## config.mk

```make
export PLATFORM = sky130hd
export DESIGN_NAME = dfs_table
export DESIGN_NICKNAME = d
export VERILOG_FILES = /design/src/rtl/core/dfs_pkg.sv /design/src/rtl/core/dfs_table.sv
export SDC_FILE = /design/constraint.sdc
export NUM_CORES = 2
export LEC_CHECK = 0
export ABC_AREA = 1
export BUFFER_PORTS_ARGS = -buffer_cell sky130_fd_sc_hd__buf_2
export CAP_MARGIN = 20
export CORE_ASPECT_RATIO = 1.25
export CORE_MARGIN = 5
export CORE_UTILIZATION = 38
export CTS_BUF_LIST = sky130_fd_sc_hd__clkbuf_16
export DETAILED_ROUTE_END_ITERATION = 12
export PLACE_DENSITY_LB_ADDON = 0.25
export SYNTH_ARGS = -nofsm -noshare
export SYNTH_HDL_FRONTEND = slang
export SYNTH_SLANG_ARGS = --single-unit
```

## constraint.sdc

```tcl
create_clock -name aclk -period 15.05 [get_ports aclk]
set_input_delay 2.2575 -clock aclk [delete_from_list [all_inputs] [get_ports aclk]]
set_output_delay 2.2575 -clock aclk [all_outputs]
set_load 0.005 [all_outputs]
```

## src/rtl/core/dfs_pkg.sv

```systemverilog
// ----------------------------------------------------------------------------
// dfs_pkg
// Shared types and constants for the directional focus search block.
// ----------------------------------------------------------------------------
package dfs_pkg;

    localparam int ID_W          = 32;
    localparam int COORD_W       = 11;
    localparam int DIFF_W        = COORD_W + 1;
    localparam int SQ_W          = 2 * DIFF_W - 1;
    localparam int RAD_W         = 2 * DIFF_W;
    localparam int ROOT_W        = RAD_W / 2;
    localparam int DEFAULT_DEPTH = 48;

    typedef enum logic [1:0] {
        CMD_CLEAR = 2'd0,
        CMD_ADD   = 2'd1,
        CMD_QUERY = 2'd2
    } cmd_t;

    localparam logic [2:0] DIR_NONE  = 3'd0;
    localparam logic [2:0] DIR_RIGHT = 3'd1;
    localparam logic [2:0] DIR_LEFT  = 3'd2;
    localparam logic [2:0] DIR_DOWN  = 3'd3;
    localparam logic [2:0] DIR_UP    = 3'd4;

    typedef struct packed {
        logic [ID_W-1:0]           id;
        logic signed [COORD_W-1:0] x1;
        logic signed [COORD_W-1:0] y1;
        logic signed [COORD_W-1:0] x2;
        logic signed [COORD_W-1:0] y2;
    } entry_t;

    typedef enum logic [3:0] {
        ST_IDLE,
        ST_FIND_RD,
        ST_FIND_CHK,
        ST_STEP,
        ST_WALK_RD,
        ST_WALK_CHK,
        ST_MUL,
        ST_SUM,
        ST_ROOT,
        ST_OUT
    } state_t;

endpackage

```

## src/rtl/core/dfs_table.sv

```systemverilog
// ----------------------------------------------------------------------------
// dfs_table
// Entry memory: one write port, one read port with registered read data.
// ----------------------------------------------------------------------------
module dfs_table
    import dfs_pkg::*;
#(
    parameter int DEPTH = DEFAULT_DEPTH
) (
    input  logic                     aclk,
    input  logic                     wr_en,
    input  logic [$clog2(DEPTH)-1:0] wr_addr,
    input  entry_t                   wr_data,
    input  logic                     rd_en,
    input  logic [$clog2(DEPTH)-1:0] rd_addr,
    output entry_t                   rd_data
);

    entry_t mem [DEPTH];

    always_ff @(posedge aclk) begin
        if (wr_en) begin
            mem[wr_addr] <= wr_data;
        end
    end

    always_ff @(posedge aclk) begin
        if (rd_en) begin
            rd_data <= mem[rd_addr];
        end
    end

endmodule

```

Word-level counts from Yosys, hierarchy flattened
Memory sizes are Yosys's and may differ from the RTL's. A register that Yosys moved wholly into a read port is not among the register bits. Cells that the tools add are included.

Input port bits: 91. Output and inout bits: 76. Register bits: 0. Bits in writable memories: 3648. Word-level logic and storage cells: 3. Memories kept: 1.

Mux-type cells: 2.

Memory list: mem (depth 48, bits a word 76, read ports 1, clocked after Yosys merged registers in 1, write ports 1, RTL line dfs_table.sv:19) `entry_t mem [DEPTH];`.

Operator list (count): 2-to-1 mux 1 bit (2).

Depth between registers and ports, before layout
Depth after elaboration: 2. Gate-level depth with buffers: 14. Depth with buffers taken out: 9.

Worst setup path before layout
Ideal clock, no wire load.

Kind: input to register. Start: input wr_en. End: memory mem[31][0] (netlist bit) (enable). Buffers on the path: 1. Cell stages on the path: 3. Arrival time: 9.850 ns. Slack: 4.495 ns. Cell sequence: clkbuf_1 -> nand2_1 -> nor4_1.

Word-level cells in the longest chain between the ends: 2.

RTL lines: from (decl) (RTL line dfs_table.sv:11) `input logic wr_en,`; 2-to-1 mux 1 bit (RTL line dfs_table.sv:22) `if (wr_en) begin`; 2-to-1 mux 1 bit (implied by the code) (RTL line dfs_table.sv:23) `mem[wr_addr] <= wr_data;`; to (decl) (RTL line dfs_table.sv:19).

No other way between the ends.

==> results.json <==
{
  "fin_skew_ps": 35.2,
  "finalMaxSlewViolations": 61,
  "hold_violations": 0,
  "hold_buffers": 0,
  "seq_area_frac_synth_pct": 75.6,
  "dp_slack_ps": 7930,
  "dp.cells": 16491,
  "dp_hpwl_mm": 232,
  "drc_errors": 0,
  "fin_tns_setup_ps": 0,
  "clk_latency_ps": 910,
  "area_growth_pct": 11.7,
  "worst_slew_pin_slew_ps": 1570,
  "grt_antenna_before_repair": 65,
  "period_share_pct": 42.6,
  "viasPerCell": 5.65,
  "grt_start_max_net_pins": 257,
  "synth_fp_nets": 11860,
  "final_antenna_net_count": 0,
  "drt-total-wl_mm": 483,
  "synth.top_cell.area_share_pct": 75.6,
  "place_area_um2": 154000,
  "cts.sinks": 3724,
  "setup_violations": 0,
  "post_cts_buffers": 0,
  "io_buffer_count": 166,
  "crit_type": "in -> reg",
  "fp.dieH_um": 707,
  "synth_warnings": 0,
  "critical_path.top_delay_family": "buffers and inverters",
  "yosysTopAreaCell": "edfxtp_1",
  "num_vias": 96950,
  "rsz0062_at_grt": "no",
  "core-area_um2": 388000,
  "final_common_cell": "edfxtp_1",
  "p_per_area_nw_per_um2": 131,
  "cts_tree": "yes",
  "clk_pin_slew_ps": 60,
  "synth_cells": 11769,
  "holdCritStartpoint": "mem[33][60]",
  "globalplace.congestion": 0.791,
  "num_rows": 256,
  "layout_setup_ws_ps": 8650,
  "wl_per_cell_um": 28.1,
  "crit_buf_inv": 5,
  "track_usage_pct": 23.3,
  "cts_buffers": 355,
  "status": "finished, violations left",
  "maxSlewHeadroom_pct": -4.56,
  "cpPeakStageDelay_ps": 860,
  "vdd_drop_max_uv": 93.8,
  "clockRootBuffer": "clkbuf_16",
  "cp_slowest_cell": "buf_4",
  "grt_pass1_wl_mm": 682,
  "final_cell_mix": "edfxtp_1 (3724), nand2_1 (3006), nand3_1 (2344)",
  "ys_types": 19,
  "drive_gt1_share_pct": 7.44,
  "start_util_pct": 38.1,
  "critPathRequiredTime_ps": 15830,
  "hold_slack_ps": 794,
  "violations": "max-slew violations",
  "fin_crit_ps": 6400,
  "synth.avg_cell_area_um2": 12.6,
  "max_clock_freq_mhz": 156,
  "ys_ff_latch": 3724,
  "crit_fanout": 170,
  "yosys-top-cells-area": "edfxtp_1 (76%), nand3_1 (7.9%), nand2_1 (7.6%)",
  "grt_pass1_vias": 92533,
  "drv_cap": 0,
  "netlist_area_um2": 148000,
  "crit_arrival_ps": 7180,
  "die-area_um2": 402000,
  "clockBufferDepth": 4,
  "crit_path_start": "rd_addr[0]",
  "regToRegStartpoint": "mem[30][22]",
  "cp-end-kind": "flip-flop",
  "hp-class": "reg -> reg",
  "p_leak_nw": 56.1,
  "drt_iter0_drc": 11295,
  "grt_overflow": 0,
  "die_w_um": 568,
  "fin_cells": 17164,
  "drtPass1Iterations": 8,
  "ctsHtreeMaxLevel": 5,
  "final_cell_area_um2": 165000,
  "nets": 11781,
  "ctsResizeCount": 0,
  "io_pins": 167,
  "start_kind": "input pin",
  "crit_chain": "buf_12 > buf_4 > buf_12 > buf_4 > buf_4 > nand2_1 > nand3_1 > nand3_1 > nand2_1 > nand2_1 > nand3_1 > nand3_1 > nand2_1"
}
==> synthesized netlist by cell type <==
cell type,instances
edfxtp_1,3724
nand2_1,3006
nand3_1,2344
nor2_1,960
o21ai_0,568
clkbuf_1,316
o211ai_1,304
buf_2,257
buf_4,119
buf_1,74
o21ai_1,40
buf_6,26
inv_1,17
nor3_1,8
clkinv_1,2
buf_12,1
inv_4,1
nand4_1,1
nor4_1,1
==> cells by family (layout without fill, tap and decap cells) <==
| kind of cell | after synthesis | after routing | share of synthesized area, % |
|---|---|---|---|
| simple gates | 6320 | 6320 | 18.0 |
| buf+inv | 813 | 1012 | 2.73 |
| compound gates | 912 | 912 | 3.60 |
| flops | 3724 | 3724 | 75.6 |
| other cells | 0 | 36 | 0 |
==> cell type report <==
cell class | count | area [um^2]
Fill cell | 35451 | 223000
Sequential cell | 3724 | 112000
Multi-Input combinational cell | 7232 | 32400
Clock buffer | 366 | 9160
Tap cell | 5160 | 6460
Timing Repair Buffer | 357 | 2890
Clock inverter | 269 | 2200
Inverter | 20 | 124
Antenna cell | 36 | 90.1
==> power by group <==
group | switching (W) | internal (W) | total, W
Clock | 0.00387 | 0.00506 | 0.00893
Combinational | 0.000919 | 0.000288 | 0.00121
Sequential | 0.0000490 | 0.0115 | 0.0116
Total | 0.00484 | 0.0169 | 0.0217
==> state kept, by name (all words and copies together), names as in the netlist <==
signal / flops
mem: 3648
rd_data: 76
==> tightest hold or removal path: stages, from the launching register on <==
cell and delay (ps):
edfxtp_1 330, o21ai_1 60, o211ai_1 80, nand3_1 70
nand2_1 60, nand2_1 40, nand2_1 50
==> per-stage QoR <==
| stage | total power, W | util [%] |
|---|---|---|
| finish | 0.0217 | 42.5 |
| detailed placement | 0.0130 | 39.6 |
| CTS | 0.0218 | 42.5 |
| floorplan | 0.0124 | - |
| global placement | 0.0130 | 39.5 |
| global route | 0.0223 | 42.5 |
==> per-layer routing <==
| metal | up-vias | share of wire [%] | global-route usage (%) |
|---|---|---|---|
| met2 | 4400 | 48 | 39.0 |
| met4 | 22 | 4.2 | 8.96 |
| met5 | - | 0.029 | 0 |
| met3 | 928 | 8.0 | 3.93 |
| met1 | 49463 | 40 | 30.4 |
| li1 | 42137 | - | - |
==> path summary, 6_finish.rpt <==
path,to,slack [ps],cells after the start
setup / recovery,rd_data[59],8650,13
hold / removal,rd_data[60],790,6
setup reg to reg,rd_data[22],13290,8
hold reg to reg,rd_data[60],790,6
Note: power is estimated with default switching activity, not from simulation.
