$ cat src/rtl/core/dfs_pkg.sv
// ----------------------------------------------------------------------------
// dfs_pkg
// Shared types and constants for the directional focus search block.
// ----------------------------------------------------------------------------
package dfs_pkg;

    localparam int ID_W          = 32;
    localparam int COORD_W       = 11;
    localparam int DIFF_W        = COORD_W + 1;
    localparam int SQ_W          = 2 * DIFF_W - 1;
    localparam int RAD_W         = 2 * DIFF_W;
    localparam int ROOT_W        = RAD_W / 2;
    localparam int DEFAULT_DEPTH = 48;

    typedef enum logic [1:0] {
        CMD_CLEAR = 2'd0,
        CMD_ADD   = 2'd1,
        CMD_QUERY = 2'd2
    } cmd_t;

    localparam logic [2:0] DIR_NONE  = 3'd0;
    localparam logic [2:0] DIR_RIGHT = 3'd1;
    localparam logic [2:0] DIR_LEFT  = 3'd2;
    localparam logic [2:0] DIR_DOWN  = 3'd3;
    localparam logic [2:0] DIR_UP    = 3'd4;

    typedef struct packed {
        logic [ID_W-1:0]           id;
        logic signed [COORD_W-1:0] x1;
        logic signed [COORD_W-1:0] y1;
        logic signed [COORD_W-1:0] x2;
        logic signed [COORD_W-1:0] y2;
    } entry_t;

    typedef enum logic [3:0] {
        ST_IDLE,
        ST_FIND_RD,
        ST_FIND_CHK,
        ST_STEP,
        ST_WALK_RD,
        ST_WALK_CHK,
        ST_MUL,
        ST_SUM,
        ST_ROOT,
        ST_OUT
    } state_t;

endpackage

$ cat src/rtl/core/dfs_sqrt.sv
// ----------------------------------------------------------------------------
// dfs_sqrt
// Iterative floor square root, one result bit per cycle.
// ----------------------------------------------------------------------------
module dfs_sqrt
    import dfs_pkg::*;
(
    input  logic              aclk,
    input  logic              aresetn,
    input  logic              start,
    input  logic [RAD_W-1:0]  radicand,
    output logic              busy,
    output logic              done,
    output logic [ROOT_W-1:0] root
);

    localparam int REM_W = ROOT_W + 3;
    localparam int CNT_W = $clog2(ROOT_W);

    logic [RAD_W-1:0]  rad_reg;
    logic [REM_W-1:0]  rem_reg;
    logic [ROOT_W-1:0] root_reg;
    logic [CNT_W-1:0]  cnt_reg;
    logic              busy_reg;
    logic              done_reg;

    logic [REM_W-1:0]  rem_sh;
    logic [REM_W-1:0]  trial;
    logic              ge;

    assign rem_sh = {rem_reg[REM_W-3:0], rad_reg[RAD_W-1:RAD_W-2]};
    assign trial  = {1'b0, root_reg, 2'b01};
    assign ge     = (rem_sh >= trial);

    always_ff @(posedge aclk) begin
        if (!aresetn) begin
            busy_reg <= 1'b0;
            done_reg <= 1'b0;
        end else begin
            done_reg <= 1'b0;
            if (start) begin
                rad_reg  <= radicand;
                rem_reg  <= '0;
                root_reg <= '0;
                cnt_reg  <= CNT_W'(ROOT_W - 1);
                busy_reg <= 1'b1;
            end else if (busy_reg) begin
                rem_reg  <= ge ? rem_sh - trial : rem_sh;
                root_reg <= {root_reg[ROOT_W-2:0], ge};
                rad_reg  <= {rad_reg[RAD_W-3:0], 2'b00};
                if (cnt_reg == '0) begin
                    busy_reg <= 1'b0;
                    done_reg <= 1'b1;
                end else begin
                    cnt_reg <= cnt_reg - 1'b1;
                end
            end
        end
    end

    assign busy = busy_reg;
    assign done = done_reg;
    assign root = root_reg;

endmodule
$ cat config.mk
export PLATFORM = sky130hd
export DESIGN_NAME = dfs_sqrt
export DESIGN_NICKNAME = d
export VERILOG_FILES = /design/src/rtl/core/dfs_pkg.sv /design/src/rtl/core/dfs_sqrt.sv
export SDC_FILE = /design/constraint.sdc
export NUM_CORES = 1
export LEC_CHECK = 0
export ABC_AREA = 1
export ABC_CLOCK_PERIOD_IN_PS = 4400
export BUFFER_PORTS_ARGS = -buffer_cell sky130_fd_sc_hd__buf_4
export CAP_MARGIN = 5
export CELL_PAD_IN_SITES_DETAIL_PLACEMENT = 1
export CELL_PAD_IN_SITES_GLOBAL_PLACEMENT = 1
export CORE_ASPECT_RATIO = 0.6
export CORE_MARGIN = 4
export CORE_UTILIZATION = 43
export CTS_CLUSTER_DIAMETER = 120
export DETAILED_ROUTE_END_ITERATION = 7
export GPL_TIMING_DRIVEN = 0
export PLACE_DENSITY = 0.79
export REMOVE_ABC_BUFFERS = 1
export SYNTH_ARGS = -nofsm -noshare
export SYNTH_HDL_FRONTEND = slang
export SYNTH_SLANG_ARGS = --single-unit
$ cat constraint.sdc
create_clock -name aclk -period 4.4 [get_ports aclk]
set_clock_uncertainty 0.05 [all_clocks]
set_input_delay 0.66 -clock aclk [delete_from_list [all_inputs] [get_ports aclk]]
set_output_delay 0.66 -clock aclk [all_outputs]
set_load 0.005 [all_outputs]
# Word-level counts from Yosys, hierarchy flattened
# Cells that the tools add are included.
[totals]
word_cells = 28
input_bits = 27
output_inout_bits = 14
register_bits = 55
[op_classes]
order_cmp = 1
n_mux = 11
eq_ne = 1
bitwise = 2
addsub = 2
n_reduce_logical = 5
[ops]
columns = ["cell", "count"]
rows = [
  ["$mux 24", 2],
  ["$mux 13", 2],
  ["$ge 15x14->1", 1],
  ["$sub 13x13->13", 1],
  ["$mux 12", 1],
  ["$mux 4", 2],
  ["$logic_not 4->1", 1],
  ["$mux 1", 4],
  ["$sub 4x1->4 const B", 1],
  ["$reduce_and 3->1", 1],
  ["$reduce_or 3->1", 1],
  ["$ne 2x2->1 const B", 1],
  ["$not 1->1", 2],
  ["$reduce_and 2->1", 1],
  ["$reduce_bool 2->1", 1],
]

# Depth between registers and ports, before layout
[depth]
ltp_word = 4
ltp_mapped = 14
mapped_depth_nobuf = 13

# Least setup slack after synthesis
# Ideal clock, no wire load.
[synth_path]
path_kind = "input-to-reg"
from = "input port start"
to = "register cnt_reg[0], enable pin"
slack_ps = 826
cell_stages = 3
setup_time_ps = 313
path_buffers = 0
t_required_ps = 4037
t_arrival_ps = 3211
cell_sequence = "nor2_1 nor2_1 and2_1"
[synth_via]
elab_chain_cells = 2
elab_cells_between_ends = 3
cone_classes = "eq/ne (1); reduce/logical (2)"
[synth_lines]
columns = ["element", "line", "rtl"]
rows = [
  ["from (decl)", "dfs_sqrt.sv:10", "input logic start,"],
  ["$ne 2x2->1 (no line) or $reduce_bool 2->1 (tied branches)", "-", ""],
  ["$reduce_and 3->1 (no line) *", "-", ""],
  ["to (signal assigned)", "dfs_sqrt.sv:45", "cnt_reg <= CNT_W'(ROOT_W - 1);"],
  ["to (signal assigned)", "dfs_sqrt.sv:55", "cnt_reg <= cnt_reg - 1'b1;"],
  ["to (decl)", "dfs_sqrt.sv:23", "logic [CNT_W-1:0] cnt_reg;"],
]
# Every way passes the cells marked *; elsewhere a longest branch is shown, timed or not.
# A chain may end at the register's enable or synchronous reset.

# Final worst setup path
[layout_path]
from = "register root_reg[4], in the netlist root[4]"
to = "register rem_reg[2], data pin"
[layout_via]
elab_chain_cells = 3
[layout_lines]
columns = ["element", "line", "rtl"]
rows = [
  ["from (decl)", "dfs_sqrt.sv:22", "logic [ROOT_W-1:0] root_reg;"],
  ["from (signal assigned)", "dfs_sqrt.sv:49", "root_reg <= {root_reg[ROOT_W-2:0], ge};"],
  ["$ge 15x14->1", "dfs_sqrt.sv:33", "assign ge = (rem_sh >= trial);"],
  ["$mux 13", "dfs_sqrt.sv:48", "rem_reg <= ge ? rem_sh - trial : rem_sh;"],
  ["$mux 13", "dfs_sqrt.sv:47", "end else if (busy_reg) begin"],
  ["to (signal assigned)", "dfs_sqrt.sv:48", ""],
  ["to (decl)", "dfs_sqrt.sv:21", "logic [REM_W-1:0] rem_reg;"],
]
# Every way passes these cells. The select of a mux whose other input is x is not followed.

==> summary.txt <==
Power
  • Leak Pwr: ~1.9 nW
  • VDD IR max: 0.247 mV
  • Pwr/cell area: about 380 mW/mm^2

Clock tree
  • Clock Sinks: between 50 and 60
  • Worst skew pair latency: roughly 0.31 ns
  • Post_cts resized: 0
  • Clock Tree Root: clkbuf_16
  • Reg clk slew, reported paths: around 0.08 ns
  • Hold Buf Count CTS: 0
  • H-tree depth: 2
  • Bufs on Longest Clock Path: 2
  • Postcts setup bufs: 0
  • CTS tree: done
  • CTS Buf Count: 5

Timing
  • Final hold vios: 0
  • Slew @ Worst Pin: ~1.2 ns
  • Fin crit share: 0.531
  • Unrepaired setup endpoints after global routing: false
  • FMAX: roughly 430 MHz
  • Hold slack: about 0.41 ns
  • Final setup vio count: 0
  • Rel. slew slack: 0.206
  • Tmin final: between 2 and 2.5 ns
  • Fin. max-slew vios: 0
  • Setup TNS: 0 ns
  • Worst Setup Slack, final: 2.06 ns

Floorplan
  • Row count: 23
  • Initial core utilization: 0.459
  • IO Pins: between 40 and 50
  • Die ar.: about 0.0089 sq mm
  • Core box area: 0.00694 sq mm
  • Chip width: around 120 um
  • Die height: 74.6 um

Global routing
  • Initial antenna violation count: 0
  • Total Routing Usage GR: 0.187
  • Vias in the first global route: between 2000 and 3000
  • Overflow after GRT: 0
  • Largest net degree at the start of global routing: 41
  • First-pass GRT wire length: ~13000 um

Critical path
  • Cell-by-cell trace of the critical path: inv_1, ha_1, nand2_1, inv_1, nand2_1, nand2_1, inv_1, nand2_2, nand2_2, nand3_4, nand2_1, nand2_1, nor2_1
  • CP max-delay cell: edfxtp_1
  • Crit. End Element: register
  • Most used cell, CP: nand2_1
  • Arrival @ worst endpoint: 2.43 ns
  • Worst setup path class: register to register
  • Cell family with most CP delay: simple AND/OR/NAND/NOR gates
  • WP depth: 13
  • Critical path startpoint category: register
  • Reg2reg path depth: 13
  • Data required time of the worst path: between 4 and 5 ns
  • Worst-path maximum fanout: 27
  • Slowest cell delay on critical path: ~0.41 ns
  • Crit path buffers/inverters: 3

Worst hold path
  • Min-delay worst type: register to register
  • Hold path depth: 2

Cells and area
  • Max FFs per register: 24
  • Total Nets Final: around 470
  • Ant. Diodes: 0
  • Util after Layout: 0.541
  • Layout cells sized above 1: 0.144
  • Area delta synth->final: 17.9%

Routing
  • Drt wl/cell: about 14 um
  • Drt pass-1 iters: 4
  • WL final: roughly 7500 um
  • Final ANT Viol Nets: 0
  • Drc violations: 0
  • Initial DRC count: between 100 and 150
  • Vias per cell: 4.73
  • Via Count: between 2000 and 3000

Logic synthesis
  • Synth unique cells: 26
  • Top cells by area, synth: edfxtp_1, nand2_1, inv_1
  • Post-synth ARST share: 0
  • Post-synth EDFFs: between 50 and 60
  • Post-synthesis sequential area ratio: 0.513
  • Top cells by count, synth: nand2_1, inv_1, edfxtp_1
  • Mapped Cells: between 300 and 400
  • Avg Inst Size Synth: roughly 8.1 sq um
  • Most common cell in the netlist: nand2_1
  • Synth Flop Type: edfxtp_1
  • Synth area leader: edfxtp_1
  • Number of synthesized register bits: 55
  • Syn. warnings: 0
  • Netlist Area Pre-Place: 0.00318 sq mm
  • Yosys top cell area share: 0.500

Placement
  • DP Wirelength: around 5500 um
  • DP Worst Slack: 1.69 ns
  • Placer Congestion: around 0.81
  • Port buffer count: 40

Run status
  • Outcome: complete, no violations

Run
  • Maxcap violations: 0
power breakdown:
| part | total (mW) | internal (mW) | switching (mW) |
|---|---|---|---|
| Sequential | 0.640 | 0.623 | 0.0168 |
| Clock | 0.482 | 0.275 | 0.207 |
| Combinational | 0.306 | 0.114 | 0.192 |
| Total | 1.43 | 1.01 | 0.417 |
placed cells by master, fill, tap and decap left out, drive strengths merged:
cell type / n
nand3: 12
xor2: 1
nor3b: 1
or2: 1
inv: 57
nand4: 4
clkbuf: 5
bufinv: 1
clkinv: 2
a21oi: 7
o21ai: 2
dfxtp: 2
o21bai: 1
buf: 41
edfxtp: 53
ha: 15
xnor2: 6
nand2: 166
and2: 2
nor2: 53
final cells by class:
cell class | instances | area [sq um]
timing repair buffer | 41 | 320
clock inverter | 3 | 55.1
multi-input combinational | 271 | 1280
sequential | 55 | 1630
inverter | 57 | 214
clock buffer | 5 | 125
tap | 100 | 125
fill | 853 | 3180
routing by layer:
metal / share of wire / vias up / GRT usage
met5: 0 / - / 0
met4: 0.014 / 0 / 0.0591
li1: - / 1289 / -
met1: 0.53 / 1177 / 0.269
met3: 0.048 / 7 / 0.0465
met2: 0.41 / 41 / 0.280
logic make-up after synthesis:
logic type / synth area share
flip-flops: 0.513
XOR/XNOR: 0.0193
AND/OR/NAND/NOR: 0.303
buffers and inverters: 0.0869
adder cells (fa/ha/maj): 0.0590
AO/OA/AOI/OAI: 0.0189
per-stage QoR:
stage | cell area, sq um | power [mW] | instances
global placement | 3550 | 0.940 | 523
finish | 3750 | 1.43 | 532
CTS | 3750 | 1.44 | 532
floorplan | 3120 | 0.852 | 383
global route | 3750 | 1.51 | 532
detailed placement | 3570 | 0.957 | 524
path summary, 6_finish.rpt:
check          start          to  slack (ns)
max          root[4]  rem_reg[2]        2.06
min             busy        done        0.41
max reg2reg  root[4]  rem_reg[2]        2.06
min reg2reg     busy        done        0.41
worst reg2reg max path: stages (launching register included):
cell      delay (ns)
edfxtp_1        0.41
inv_1           0.11
ha_1            0.29
nand2_1         0.15
inv_1           0.05
nand2_1         0.06
nand2_1         0.11
inv_1           0.09
nand2_2         0.10
nand2_2         0.11
nand3_4         0.27
nand2_1         0.14
nand2_1         0.05
nor2_1          0.19
(Power assumes the default switching activity.)
